**src/rtl/longest_ones_with_k_flips_macros.svh**
```systemverilog
// Assertion macros for the longest-ones window block.
// Included by the modules that carry concurrent checks; needs clk_i and rst_ni in scope.
`ifndef LONGEST_ONES_WITH_K_FLIPS_MACROS_SVH
`define LONGEST_ONES_WITH_K_FLIPS_MACROS_SVH

// Consequent must hold in the same cycle as the antecedent.
`define LOFK_ASSERT_NOW(lbl, ante, cons, msg) \
  lbl: assert property (@(posedge clk_i) disable iff (!rst_ni) (ante) |-> (cons)) \
    else $error(msg);

// Consequent must hold in the cycle after the antecedent.
`define LOFK_ASSERT_NEXT(lbl, ante, cons, msg) \
  lbl: assert property (@(posedge clk_i) disable iff (!rst_ni) (ante) |=> (cons)) \
    else $error(msg);

`endif

```
**src/rtl/lofk_pkg.sv**
```systemverilog
// Package for the longest-ones window block: sizes, derived widths and port widths.
// Has no dependencies; used by longest_ones_with_k_flips.
package lofk_pkg;

  // Most elements per array and most zeros the window may hold.
  localparam int unsigned MaxLen   = 65536;
  localparam int unsigned MaxFlips = 64;

  // Derived widths.
  localparam int unsigned PosW  = $clog2(MaxLen + 1);
  localparam int unsigned ZposW = (MaxLen > 1) ? $clog2(MaxLen) : 1;
  localparam int unsigned SlotW = (MaxFlips > 1) ? $clog2(MaxFlips) : 1;
  localparam int unsigned SumW  = SlotW + 1;
  localparam int unsigned CntW  = $clog2(MaxFlips + 1);

  // Field and port widths.
  localparam int unsigned CfgW      = 7;
  localparam int unsigned LenW      = 17;
  localparam int unsigned InDataW   = 8;
  localparam int unsigned OutDataW  = 40;

endpackage

```
**src/rtl/longest_ones_with_k_flips.sv**
```systemverilog
// Longest run of ones with up to K zero flips: the complete block in one module.
// Depends on lofk_pkg and longest_ones_with_k_flips_macros.svh.
//
// The result of an item appears in the cycle after its transaction, from an
// output register. Throughput: one item per cycle while the result stream is not
// stalled, set by the zero-position ring memory, whose entry for the next eviction
// is read ahead into a register with write forwarding. Reset clears all control
// state at once; the ring needs no clearing pass, so items are taken right after reset.
module longest_ones_with_k_flips (
  input  logic                          clk_i,
  input  logic                          rst_ni,
  // Configuration: max_zeros.
  input  logic                          cfg_we_i,
  input  logic [lofk_pkg::CfgW-1:0]     cfg_wdata_i,
  // Input stream.
  input  logic                          s_axis_tvalid_i,
  output logic                          s_axis_tready_o,
  input  logic [lofk_pkg::InDataW-1:0]  s_axis_tdata_i,   // [0] bit_value, rest zero
  input  logic                          s_axis_tlast_i,   // last_item
  // Result stream.
  output logic                          m_axis_tvalid_o,
  input  logic                          m_axis_tready_i,
  output logic [lofk_pkg::OutDataW-1:0] m_axis_tdata_o,   // [16:0] best_length,
                                                          // [33:17] window_length, rest zero
  output logic                          m_axis_tlast_o,   // final_result
  output logic                          m_axis_tuser_o    // overflow
);

  localparam int unsigned PosW  = lofk_pkg::PosW;
  localparam int unsigned ZposW = lofk_pkg::ZposW;
  localparam int unsigned SlotW = lofk_pkg::SlotW;
  localparam int unsigned SumW  = lofk_pkg::SumW;
  localparam int unsigned CntW  = lofk_pkg::CntW;
  localparam int unsigned LenW  = lofk_pkg::LenW;

  // Configuration register.
  logic [lofk_pkg::CfgW-1:0] max_zeros_q;

  // Window state.
  logic [PosW-1:0]  position_q, position_d;
  logic [PosW-1:0]  window_start_q, window_start_d;
  logic [CntW-1:0]  zeros_q, zeros_d;
  logic [SlotW-1:0] oldest_q, oldest_d;
  logic [PosW-1:0]  best_q, best_d;
  logic             overflow_q, overflow_d;

  // Ring of zero positions.
  logic [ZposW-1:0] ring_mem [lofk_pkg::MaxFlips];
  logic [ZposW-1:0] ring_rdata_q;
  logic             ring_we;
  logic [SlotW-1:0] ring_waddr;
  logic [ZposW-1:0] ring_wdata;

  // Output register.
  logic            out_valid_q;
  logic [LenW-1:0] out_best_q, out_wlen_q;
  logic            out_last_q, out_ovf_q;

  logic            in_acc;
  logic            bit_value;
  logic [CntW-1:0] k_lim;
  logic            evict;
  logic [SumW-1:0] slot_sum;
  logic [PosW-1:0] wlen;

  assign bit_value       = s_axis_tdata_i[0];
  assign s_axis_tready_o = !out_valid_q || m_axis_tready_i;
  assign in_acc          = s_axis_tvalid_i && s_axis_tready_o;

  always_comb begin
    if (32'(max_zeros_q) < lofk_pkg::MaxFlips) begin
      k_lim = CntW'(max_zeros_q);
    end else begin
      k_lim = CntW'(lofk_pkg::MaxFlips);
    end
  end

  // The slot after the newest zero; the ring never holds more than its depth.
  always_comb begin
    slot_sum = {1'b0, oldest_q} + SumW'(zeros_q);
    if (slot_sum >= SumW'(lofk_pkg::MaxFlips)) begin
      slot_sum = slot_sum - SumW'(lofk_pkg::MaxFlips);
    end
  end

  always_comb begin
    position_d     = position_q;
    window_start_d = window_start_q;
    zeros_d        = zeros_q;
    oldest_d       = oldest_q;
    best_d         = best_q;
    overflow_d     = overflow_q;
    ring_we        = 1'b0;
    ring_waddr     = slot_sum[SlotW-1:0];
    ring_wdata     = position_q[ZposW-1:0];
    evict          = 1'b0;
    wlen           = position_q - window_start_q;

    if (in_acc) begin
      if (position_q >= PosW'(lofk_pkg::MaxLen)) begin
        // The array is too long: the window stays where it is.
        overflow_d = 1'b1;
      end else begin
        if (!bit_value && (k_lim == '0)) begin
          zeros_d        = '0;
          window_start_d = position_q + PosW'(1);
        end else begin
          evict = bit_value ? (zeros_q > k_lim) : (zeros_q >= k_lim);
          if (evict) begin
            window_start_d = PosW'(ring_rdata_q) + PosW'(1);
            oldest_d       = (oldest_q == SlotW'(lofk_pkg::MaxFlips - 1)) ?
                             '0 : oldest_q + SlotW'(1);
          end
          // The new zero lands in the same slot whether or not one was evicted.
          ring_we = !bit_value;
          zeros_d = zeros_q - CntW'(evict) + CntW'(!bit_value);
        end
        wlen       = position_q + PosW'(1) - window_start_d;
        position_d = position_q + PosW'(1);
        if (wlen > best_q) begin
          best_d = wlen;
        end
      end

      if (s_axis_tlast_i) begin
        position_d     = '0;
        window_start_d = '0;
        zeros_d        = '0;
        oldest_d       = '0;
        best_d         = '0;
        overflow_d     = 1'b0;
      end
    end
  end

  // The read address is the next oldest slot, so its entry is ready when the
  // next item arrives. A write to that slot in the same cycle is forwarded.
  always_ff @(posedge clk_i) begin
    if (ring_we) begin
      ring_mem[ring_waddr] <= ring_wdata;
    end
    if (ring_we && (ring_waddr == oldest_d)) begin
      ring_rdata_q <= ring_wdata;
    end else begin
      ring_rdata_q <= ring_mem[oldest_d];
    end
  end

  always_ff @(posedge clk_i or negedge rst_ni) begin
    if (!rst_ni) begin
      max_zeros_q    <= '0;
      position_q     <= '0;
      window_start_q <= '0;
      zeros_q        <= '0;
      oldest_q       <= '0;
      best_q         <= '0;
      overflow_q     <= 1'b0;
      out_valid_q    <= 1'b0;
    end else begin
      if (cfg_we_i) begin
        max_zeros_q <= cfg_wdata_i;
      end
      position_q     <= position_d;
      window_start_q <= window_start_d;
      zeros_q        <= zeros_d;
      oldest_q       <= oldest_d;
      best_q         <= best_d;
      overflow_q     <= overflow_d;
      if (in_acc) begin
        out_valid_q <= 1'b1;
      end else if (m_axis_tready_i) begin
        out_valid_q <= 1'b0;
      end
    end
  end

  // Result payload; the best length is taken before the end-of-array clear.
  always_ff @(posedge clk_i) begin
    if (in_acc) begin
      out_best_q <= LenW'((wlen > best_q && position_q < PosW'(lofk_pkg::MaxLen)) ?
                          wlen : best_q);
      out_wlen_q <= LenW'(wlen);
      out_last_q <= s_axis_tlast_i;
      out_ovf_q  <= overflow_q || (position_q >= PosW'(lofk_pkg::MaxLen));
    end
  end

  assign m_axis_tvalid_o = out_valid_q;
  assign m_axis_tdata_o  = {(lofk_pkg::OutDataW - 2 * LenW)'(0), out_wlen_q, out_best_q};
  assign m_axis_tlast_o  = out_last_q;
  assign m_axis_tuser_o  = out_ovf_q;

`include "longest_ones_with_k_flips_macros.svh"

  `LOFK_ASSERT_NOW(a_zeros_bound, 1'b1, zeros_q <= CntW'(lofk_pkg::MaxFlips), "ring count above depth")
  `LOFK_ASSERT_NOW(a_start_order, 1'b1, window_start_q <= position_q, "window start past position")
  `LOFK_ASSERT_NEXT(a_clear_on_last, in_acc && s_axis_tlast_i, (position_q == '0) && (zeros_q == '0) && !overflow_q, "state not cleared after last item")
  `LOFK_ASSERT_NEXT(a_pos_step, in_acc && !s_axis_tlast_i && (position_q < PosW'(lofk_pkg::MaxLen)), position_q == $past(position_q) + PosW'(1), "position did not advance")
  `LOFK_ASSERT_NEXT(a_result_follows, in_acc, m_axis_tvalid_o, "no result after accepted item")

endmodule

```
**config.mk**
```make
export PLATFORM = sky130hd
export DESIGN_NAME = longest_ones_with_k_flips
export DESIGN_NICKNAME = d
export VERILOG_FILES = /design/src/rtl/lofk_pkg.sv /design/src/rtl/longest_ones_with_k_flips.sv
export VERILOG_INCLUDE_DIRS = /design/src /design/src/rtl
export SDC_FILE = /design/constraint.sdc
export NUM_CORES = 1
export LEC_CHECK = 0
export BUFFER_PORTS_ARGS = -buffer_cell sky130_fd_sc_hd__buf_2
export CELL_PAD_IN_SITES_DETAIL_PLACEMENT = 0
export CELL_PAD_IN_SITES_GLOBAL_PLACEMENT = 1
export CORE_MARGIN = 3
export CORE_UTILIZATION = 40
export DETAILED_ROUTE_END_ITERATION = 16
export GPL_TIMING_DRIVEN = 0
export PLACE_DENSITY_LB_ADDON = 0.1
export RECOVER_POWER = 25
export REMOVE_ABC_BUFFERS = 1
export SYNTH_ARGS = -nofsm -noshare
export SYNTH_HDL_FRONTEND = slang
export SYNTH_SLANG_ARGS = --single-unit
```
**constraint.sdc**
```tcl
create_clock -name clk_i -period 9.41 [get_ports clk_i]
set_clock_uncertainty 0.15 [all_clocks]
set_input_delay 1.882 -clock clk_i [delete_from_list [all_inputs] [get_ports clk_i]]
set_output_delay 1.882 -clock clk_i [all_outputs]
set_load 0.1 [all_outputs]
```
; ---- Word level (Yosys, flattened, before mapping)
; Memories as Yosys holds them, arrays and structs flattened. A register that Yosys moved wholly into a read port is not among the register bits.
; Index checks and enable logic that the tools add are counted.
[classes]
order_cmp = 8
eq_ne = 2
add_sub_neg = 9
reduce_logical = 14
n_mux = 35
[ops]
columns = op, count
row1 = $mux 17, 14
row2 = $mux 6, 7
row3 = $gt 17x17->1, 2
row4 = $sub 17x17->17, 2
row5 = $mux 7, 4
row6 = $add 16x1->17 const B, 1
row7 = $add 17x1->17 const B, 1
row8 = $ge 17x17->1 const B, 1
row9 = $lt 17x17->1 const B, 1
row10 = $mux 1, 10
row11 = $add 6x7->7, 1
row12 = $add 7x1->7, 1
row13 = $ge 7x7->1, 1
row14 = $ge 7x7->1 const B, 1
row15 = $gt 7x7->1, 1
row16 = $logic_not 7->1, 1
row17 = $lt 7x7->1 const B, 1
row18 = $sub 7x1->7, 1
row19 = $add 6x1->6 const B, 1
row20 = $eq 6x6->1 const B, 1
row21 = $reduce_bool 2->1, 3
row22 = $sub 6x1->6 const B, 1
row23 = $reduce_and 2->1, 2
row24 = $logic_and 1x1->1, 3
row25 = other kinds (4), 6
[totals]
ram_bits = 1024
input_bits = 21
out_inout_bits = 44
ff_bits = 109
n_memories = 1
word_cells = 81
[mem_list]
columns = name, depth, word_bits, read_ports, rd_ports_with_merged_regs, wr, line
row1 = ring_mem, 64, 16, 1, 1, 1, longest_ones_with_k_flips.sv:48  ; logic [ZposW-1:0] ring_mem [lofk_pkg::MaxFlips];

; ---- Logic depth before layout (Yosys ltp)
; Gate-level depths: netlist of run 1.
[depth]
depth_word = 14
mapped_depth = 38
mapped_depth_nobuf = 33

; ---- Worst setup path after synthesis of run 1
; Ideal clock, no wire load.
[synth_path]
path_type = input -> register
from = input port s_axis_tdata_i[0] in the netlist's numbering
to = register out_best_q[16], data pin
n_path_buf = 2
cell_stages = 28
arrival_ns = 6.922
required_time_ns = 8.981
setup_ns = 0.279
path_slack_ns = 2.059
cell_sequence = nand4_1 -> o22a_1 -> o31ai_1 -> buf_2 -> a211oi_1 -> a21oi_1 -> ha_1 -> inv_1 -> fa_1 -> a21o_1 -> a21oi_1 -> o21ai_0 -> a31oi_1 -> o21bai_1 -> a21o_1 -> a21oi_1 -> o21bai_1 -> xor2_1 -> mux2_2 -> ha_1 -> and4_1 -> nand4_1 -> nor4_1 -> a211oi_1 -> o21ai_0 -> a21oi_1 -> clkbuf_1 -> a31oi_1
[synth_via]
elab_chain_cells = 11
word_cells_on_any_way = 13
classes_between = add/sub (1) / order compare (1) / mux (8) / reduce/logical (3)
[synth_lines]
columns = item, line
row1 = from (decl), longest_ones_with_k_flips.sv:18  ; input logic [lofk_pkg::InDataW-1:0] s_axis_tdata_i,
row2 = $mux 1 or $logic_not 1->1 (tied branches), "longest_ones_with_k_flips.sv:108, longest_ones_with_k_flips.sv:104"
row3 = $mux 17 or $logic_and 1x1->1 (tied branches), "longest_ones_with_k_flips.sv:109, longest_ones_with_k_flips.sv:104"
row4 = $mux 17 (*), longest_ones_with_k_flips.sv:104  ; if (!bit_value && (k_lim == '0)) begin
row5 = $mux 17 (*), longest_ones_with_k_flips.sv:100  ; if (position_q >= PosW'(lofk_pkg::MaxLen)) begin
row6 = $mux 17 (*), longest_ones_with_k_flips.sv:99  ; if (in_acc) begin
row7 = $sub 17x17->17 (*), longest_ones_with_k_flips.sv:118  ; wlen = position_q + PosW'(1) - window_start_d;
row8 = $mux 17 (*), longest_ones_with_k_flips.sv:100
row9 = $mux 17 (*), longest_ones_with_k_flips.sv:99
row10 = named net wlen[12], longest_ones_with_k_flips.sv:64  ; logic [PosW-1:0] wlen;
row11 = $gt 17x17->1 (*), longest_ones_with_k_flips.sv:180  ; out_best_q <= LenW'((wlen > best_q && position_q < PosW'(lofk_pkg::MaxLen)) ?
row12 = $logic_and 1x1->1 (*), longest_ones_with_k_flips.sv:180
row13 = $mux 17 (*), longest_ones_with_k_flips.sv:180
row14 = to (signal assigned), longest_ones_with_k_flips.sv:180
row15 = to (decl), longest_ones_with_k_flips.sv:56  ; logic [LenW-1:0] out_best_q, out_wlen_q;
; The timed path passes the listed nets; every way through them passes the cells marked *. The select of a mux whose other input is x is not followed.
; A chain may end at the register's enable or synchronous reset.

==> results.sh, run 1 <==
export IMPL_routedWlPerCell_um=30.5
export IMPL_seqCellArea_sq_mm=0.0338
export IMPL_clk_latency_ns=0.71
export IMPL_power_leakage_nw=18.9
export IMPL_synth_compound_area_share=0.0565
export IMPL_die_w_um=353
export IMPL_layout_area_overhead_vs_synth_pct=15.0
export IMPL_status="finished, violations left"
export IMPL_power_density_mw_per_mm2=302
export IMPL_fin_nets=2954
export IMPL_yosysTopAreaCellShare=0.662
export IMPL_hold_violations=0
export IMPL_maxCapViolCount=8
export IMPL_drive_gt1_frac=0.215
export IMPL_startpoint_type="flip-flop"
export IMPL_cts_root_buffer="clkbuf_16"
export IMPL_combPwrFrac=0.365
export IMPL_cp_slowest_stage_delay_ns=0.70
export IMPL_synth_top_family_by_area="multiplexers"
export IMPL_postRouteAntennaNets=0
export IMPL_setup_viol=0
export IMPL_yosysSeqAreaShare=0.702
export IMPL_fin_crit_ns=8.86
export IMPL_grt_pass1_wl_um=196000
export IMPL_placement_io_buffers=51
export IMPL_antenna_found_initial=3
export IMPL_min_path_type="flip-flop to flip-flop"
export IMPL_synth_top_area_cell="edfxtp_1"
export IMPL_critical_path_class="flip-flop to flip-flop"
export IMPL_failed_checks="capacitance limit, slew limit"
export IMPL_htree_levels=3
export IMPL_ys_flop_type="edfxtp_1"
export IMPL_initial_utilization=0.405
export IMPL_synth_edf_count=1060
export IMPL_synth_simple_gate_area_frac=0.0420
export IMPL_switching_share=0.348
export IMPL_core_area_sq_mm=0.119
export IMPL_drt_pass1_iter_count=5
export IMPL_clock_path_buffers=3
export IMPL_cp_arrival_ns=9.34
export IMPL_drc=0
export IMPL_drt_total_wl_um=138000
export IMPL_muxShareOfSynthArea=0.135
export IMPL_synthArstFlopShare=0.0641
export IMPL_num_vias=25900
export IMPL_place_gp_congestion=0.812
export IMPL_fill_cells=10100
export IMPL_synth_area_leaders="edfxtp_1 (66%), mux4_2 (9.0%), dfrtp_1 (3.8%)"
export IMPL_synth_seq_cells=1139
export IMPL_cts_made_buffers=120
export IMPL_yosys_warnings=0
export IMPL_avgViaCountPerCell=5.72
export IMPL_drtIter0Drc=2632
export IMPL_clkSinkCount=1139
export IMPL_avgSynthCellArea_sq_um=17.9
export IMPL_cts_tree="built"
export IMPL_fmax_mhz=113
export IMPL_dp_hpwl_um=90900
export IMPL_die_area_sq_mm=0.124
export IMPL_syn_inst=2683
export IMPL_final_setup_tns_ns=0
export IMPL_syn_area_sq_mm=0.0481
export IMPL_worst_slew_pin_slew_ns=4.24
export IMPL_rows=126
export IMPL_seq_power_share=0.360
export IMPL_grt_use_total=0.219
export IMPL_worstPathRequired_ns=9.89
export IMPL_yosys_cell_types_count=86
export IMPL_critPathBufInv=2
export IMPL_post_route_period_util=0.942
export IMPL_p_clk_frac=0.275
export IMPL_cts_hold_buf=0
export IMPL_overflow=0
export IMPL_cp_top_family="compound AO/OA/AOI/OAI gates"
export IMPL_r2r_slack_ns=0.55
export IMPL_multi_input_comb_area_sq_mm=0.0134
export IMPL_io_pins=65
export IMPL_cts_clk_slew_worst_paths_ns=0.06
export IMPL_synth_fa_ha_area_frac=0.0256
export IMPL_chipHeight_um=353
export IMPL_first_global_vias=25900
export IMPL_mostFrequentLayoutCell="edfxtp_1"
export IMPL_grt_setup_unrepaired="false"
export IMPL_crit_top_cell="ha_1"
export IMPL_ir_drop_v=0.000298
export IMPL_p_switching_mw=5.83
export IMPL_slew_headroom=-1.82
export IMPL_crit_slowest_cell="a21boi_2"
export IMPL_internal_power_mw=10.9
export IMPL_crit_path_end_kind="flip-flop"
export IMPL_crit_fanout=38
export IMPL_finalMaxSlewViolations=398
export IMPL_final_cell_mix="edfxtp_1 (1060), mux4_2 (193), nand2_1 (132), clkbuf_16 (123), ha_1 (92)"
export IMPL_fin_worst_hold_slack_ns=0.328
export IMPL_grt_max_degree=72
export IMPL_synth_xor_xnor_area_share=0.0134
final timing paths:
path                                                     from                            end  cells past startpoint
worst max-delay path                                flip-flop          best_q[8]$_DFFE_PN0P_                     31
worst min-delay path            window_start_q[1]$_DFFE_PN0P_  window_start_q[1]$_DFFE_PN0P_                      2
worst max register to register                      flip-flop          best_q[8]$_DFFE_PN0P_                     31
worst min register to register  window_start_q[1]$_DFFE_PN0P_  window_start_q[1]$_DFFE_PN0P_                      2
max in group asynchronous                              rst_ni      position_q[6]$_DFFE_PN0P_                      2
min in group asynchronous                              rst_ni         best_q[14]$_DFFE_PN0P_                      1
through the flow:
step | cells | cell area [sq um] | util | power [mW] | setup slack (ns)
global placement | 4212 | 49400 | 0.416 | 12.3 | -14.68
detailed placement | 4307 | 51600 | 0.434 | 12.1 | -0.371
global route | 4530 | 55400 | 0.466 | 17.6 | 0.00110
finish | 4531 | 55400 | 0.466 | 16.7 | 0.546
floorplan | 2561 | 47200 | - | 10.7 | -6.11
CTS | 4523 | 55400 | 0.467 | 16.8 | 0.0104
per-layer routing:
layer	global-route usage	up-vias	share of wire
li1	-	11100	-
met1	0.316	13700	0.44
met2	0.342	894	0.46
met3	0.0368	179	0.069
met4	0.0685	0	0.031
met5	0	-	0
final cells by class:
type,instances,area share
clock buffers,149,0.0575
multi-input cells,1352,0.241
well taps,1600,0.0362
diodes,1,0.0000452
flip-flops and latches,1139,0.611
clock inverters,66,0.0107
inverters,70,0.00490
repair buffers,154,0.0384
worst reg2reg max path: cells and delay by family (launching register included):
kind | cells | cell delay (ns)
AO/OA/AOI/OAI | 14 | 3.20
AND/OR/NAND/NOR | 9 | 1.69
multiplexers | 2 | 1.17
adder cells (fa/ha/maj) | 3 | 0.94
buffers and inverters | 2 | 0.68
flip-flops | 1 | 0.56
XOR/XNOR | 1 | 0.36
cells by family after synthesis:
logic type | after synthesis
adders and majority gates | 96
and+or+nand+nor | 432
other | 1
muxes | 337
DFF | 1139
buffers and inverters | 197
xor gates and xnor gates | 73
AOI/OAI and AO/OA | 408
what timing repair did:
item	4_1_cts	5_1_grt
buffers inserted	1	7
endpoints found under the setup margin	32	34
gates resized for setup	4	4
state kept, by name, summed over array words and instances, names as in the netlist, named ones only:
| register | cells |
|---|---|
| max_zeros_q | 7 |
| m_axis_tuser_o | 1 |
| zeros_q | 7 |
| ring_mem | 1024 |
| position_q | 17 |
| overflow_q | 1 |
| m_axis_tlast_o | 1 |
| m_axis_tvalid_o | 1 |
| out_best_q | 17 |
| out_wlen_q | 17 |
| best_q | 17 |
| window_start_q | 17 |
| oldest_q | 6 |
Yosys cell counts (12+ instances only):
| cell | n |
|---|---|
| mux4_1 | 41 |
| mux2i_1 | 85 |
| nand3_1 | 36 |
| a22oi_1 | 37 |
| a22o_1 | 38 |
| o22ai_1 | 32 |
| buf_6 | 14 |
| and3_1 | 12 |
| dfrtp_1 | 73 |
| nand4_1 | 12 |
| xor2_1 | 27 |
| nor2_1 | 146 |
| o21ai_0 | 81 |
| xnor2_1 | 45 |
| buf_2 | 26 |
| ha_1 | 92 |
| inv_1 | 66 |
| buf_12 | 13 |
| clkbuf_1 | 34 |
| nand2b_1 | 12 |
| buf_4 | 34 |
| nand2_1 | 132 |
| o21a_1 | 12 |
| nor3_1 | 17 |
| mux2_2 | 18 |
| a21oi_1 | 87 |
| a21o_1 | 25 |
| edfxtp_1 | 1060 |
| nor2b_1 | 15 |
| o31ai_1 | 13 |
| mux4_2 | 193 |
power groups by stage:
stage	logic (mW)	clock network (mW)	registers (mW)
finish	6.11	4.61	6.02
floorplan	3.77	0	6.93
CTS	6.02	4.72	6.04
detailed placement	5.97	0	6.15
global route	6.66	4.92	6.05
global placement	5.70	0	6.63
Power figures use the tool's default switching activity.
==> run 2, diff against run 1 <==
CORE_MARGIN = default   (was 3)
CORE_UTILIZATION = 42   (was 40)
==> results.sh, run 2 (same netlist as run 1, synthesis figures left out) <==
export IMPL_dp_cells=4207
export IMPL_maxCapViolCount=10
export IMPL_first_global_vias=26000
export IMPL_drive_gt1_frac=0.218
export IMPL_n_antenna_cell=0
export IMPL_final_setup_tns_ns=0
export IMPL_finalMaxSlewViolations=424
export IMPL_fill_cells=9356
export IMPL_avgViaCountPerCell=5.89
export IMPL_cts_made_buffers=121
export IMPL_num_vias=26100
export IMPL_cts_tree="built"
export IMPL_crit_path_end_kind="flip-flop"
export IMPL_postRouteAntennaNets=0
export IMPL_rows=123
export IMPL_cts_hold_buf=0
export IMPL_overflow=0
export IMPL_worstHoldStart="window_start_q[12]$_DFFE_PN0P_"
export IMPL_fmax_mhz=112
export IMPL_hold_violations=0
export IMPL_die_area_sq_mm=0.116
export IMPL_drc=0
export IMPL_placement_io_buffers=51
export IMPL_core_area_sq_mm=0.113
export IMPL_cp_slowest_stage_delay_ns=1.17
export IMPL_fin_nets=2952
export IMPL_mostFrequentLayoutCell="edfxtp_1"
export IMPL_antenna_found_initial=7
export IMPL_dp_hpwl_um=90100
export IMPL_final_area_sq_mm=0.0553
export IMPL_place_gp_congestion=0.855
export IMPL_power_density_mw_per_mm2=303
export IMPL_htree_levels=3
export IMPL_grt_util_met1=0.332
export IMPL_routedWlPerCell_um=30.6
export IMPL_chipHeight_um=340
export IMPL_setup_viol=0
export IMPL_largest_register="ring_mem"
export IMPL_dpl_cell_area_sq_mm=0.0514
export IMPL_failed_checks="capacitance limit, slew limit"
export IMPL_post_route_period_util=0.950
export IMPL_critical_path_class="flip-flop to flip-flop"
export IMPL_fin_worst_hold_slack_ns=0.328
export IMPL_crit_fanout=47
export IMPL_slew_headroom=-0.796
export IMPL_clock_path_buffers=3
export IMPL_clk_latency_ns=0.72
export IMPL_status="finished, violations left"
export IMPL_drt_pass1_iter_count=5
export IMPL_grt_pass1_wl_um=192000
export IMPL_final_cell_mix="edfxtp_1 (1060), mux4_2 (193), nand2_1 (132), clkbuf_16 (123), ha_1 (92)"
export IMPL_initial_utilization=0.425
export IMPL_largest_reg_flops=1024
export IMPL_min_path_type="flip-flop to flip-flop"
export IMPL_clkSinkCount=1139
export IMPL_power_leakage_nw=18.9
export IMPL_cp_arrival_ns=9.26
export IMPL_fin_cells=4439
export IMPL_cts_root_buffer="clkbuf_16"
export IMPL_grt_max_degree=70
export IMPL_die_w_um=340
export IMPL_layout_area_overhead_vs_synth_pct=15.0
export IMPL_grt_busiest_layer="met2"
export IMPL_grt_use_total=0.234
export IMPL_grt_util_met2=0.373
export IMPL_startpoint_type="flip-flop"
export IMPL_grt_setup_unrepaired="false"
export IMPL_worst_slew_pin_slew_ns=2.69
export IMPL_cts_clk_slew_worst_paths_ns=0.06
export IMPL_worstPathRequired_ns=9.72
export IMPL_crit_slowest_cell="nor2_1"
export IMPL_ir_drop_v=0.000231
export IMPL_fin_crit_ns=8.94
export IMPL_drtIter0Drc=2831
export IMPL_use_met3=0.0386
export IMPL_drt_total_wl_um=136000
export IMPL_crit_top_cell="a21oi_1"
export IMPL_io_pins=65
run 2: cell count changes in the layout (fill, tap and decap cells not counted), moves of 2 or more:
cell	previous run	this run
clkinv_2	19	24
clkbuf_1	33	29
clkinvlp_4	2	5
clkinv_1	29	35
nor2_4	4	2
bufinv_16	10	12
nor3_1	17	15
run 2: path summary, 6_finish.rpt:
check                                                      end  slack, ns  depth (start not counted)
worst max-delay path                   out_best_q[0]$_DFFE_PP_       0.47                         31
worst min-delay path            window_start_q[12]$_DFFE_PN0P_       0.33                          2
worst max register to register         out_best_q[0]$_DFFE_PP_       0.47                         31
worst min register to register  window_start_q[12]$_DFFE_PN0P_       0.33                          2
max in group asynchronous        window_start_q[7]$_DFFE_PN0P_       7.51                          2
min in group asynchronous               best_q[14]$_DFFE_PN0P_       0.98                          1
run 2: cell type report:
| class | count | area, sq um | area share |
|---|---|---|---|
| sequential | 1139 | 33800 | 0.611 |
| multi-input combinational | 1352 | 13400 | 0.242 |
| clock buffer | 145 | 3180 | 0.0575 |
| timing repair buffer | 151 | 2070 | 0.0373 |
| tap | 1500 | 1880 | 0.0339 |
| clock inverter | 82 | 728 | 0.0132 |
| inverter | 70 | 269 | 0.00486 |
run 2: critical path, delay by kind of cell (launching register included):
family | cells | cell delay [ns]
flip-flops | 1 | 0.50
buffers and inverters | 3 | 0.73
XOR/XNOR | 2 | 0.42
AO/OA/AOI/OAI | 17 | 3.62
AND/OR/NAND/NOR | 5 | 1.89
adder cells (fa/ha/maj) | 2 | 0.65
multiplexers | 2 | 0.61
run 2: where the power goes:
part           total [mW]  internal [mW]  switching [mW]
Combinational        6.03           2.35            3.68
Clock                4.71           2.73            1.99
Sequential           6.02           5.85           0.175
run 2: per-layer routing:
layer | vias to the layer above | share of wire
met5 | - | 0.000096
met4 | 2 | 0.027
met3 | 174 | 0.069
met2 | 968 | 0.47
met1 | 13900 | 0.43
li1 | 11100 | -
run 2: what timing repair did:
action,CTS,global route
hold endpoints to repair,0,0
setup endpoints to repair,27,34
gates cloned,0,0
setup buffers,2,3
gates resized for setup,8,7
run 2: through the flow:
step,total power [mW],utilization,setup WS (ns)
floorplan,10.7,-,-6.11
global placement,12.3,0.436,-14.59
detailed placement,12.1,0.455,-0.453
CTS,16.8,0.490,0.0447
global route,17.6,0.489,0.0367
finish,16.8,0.489,0.467
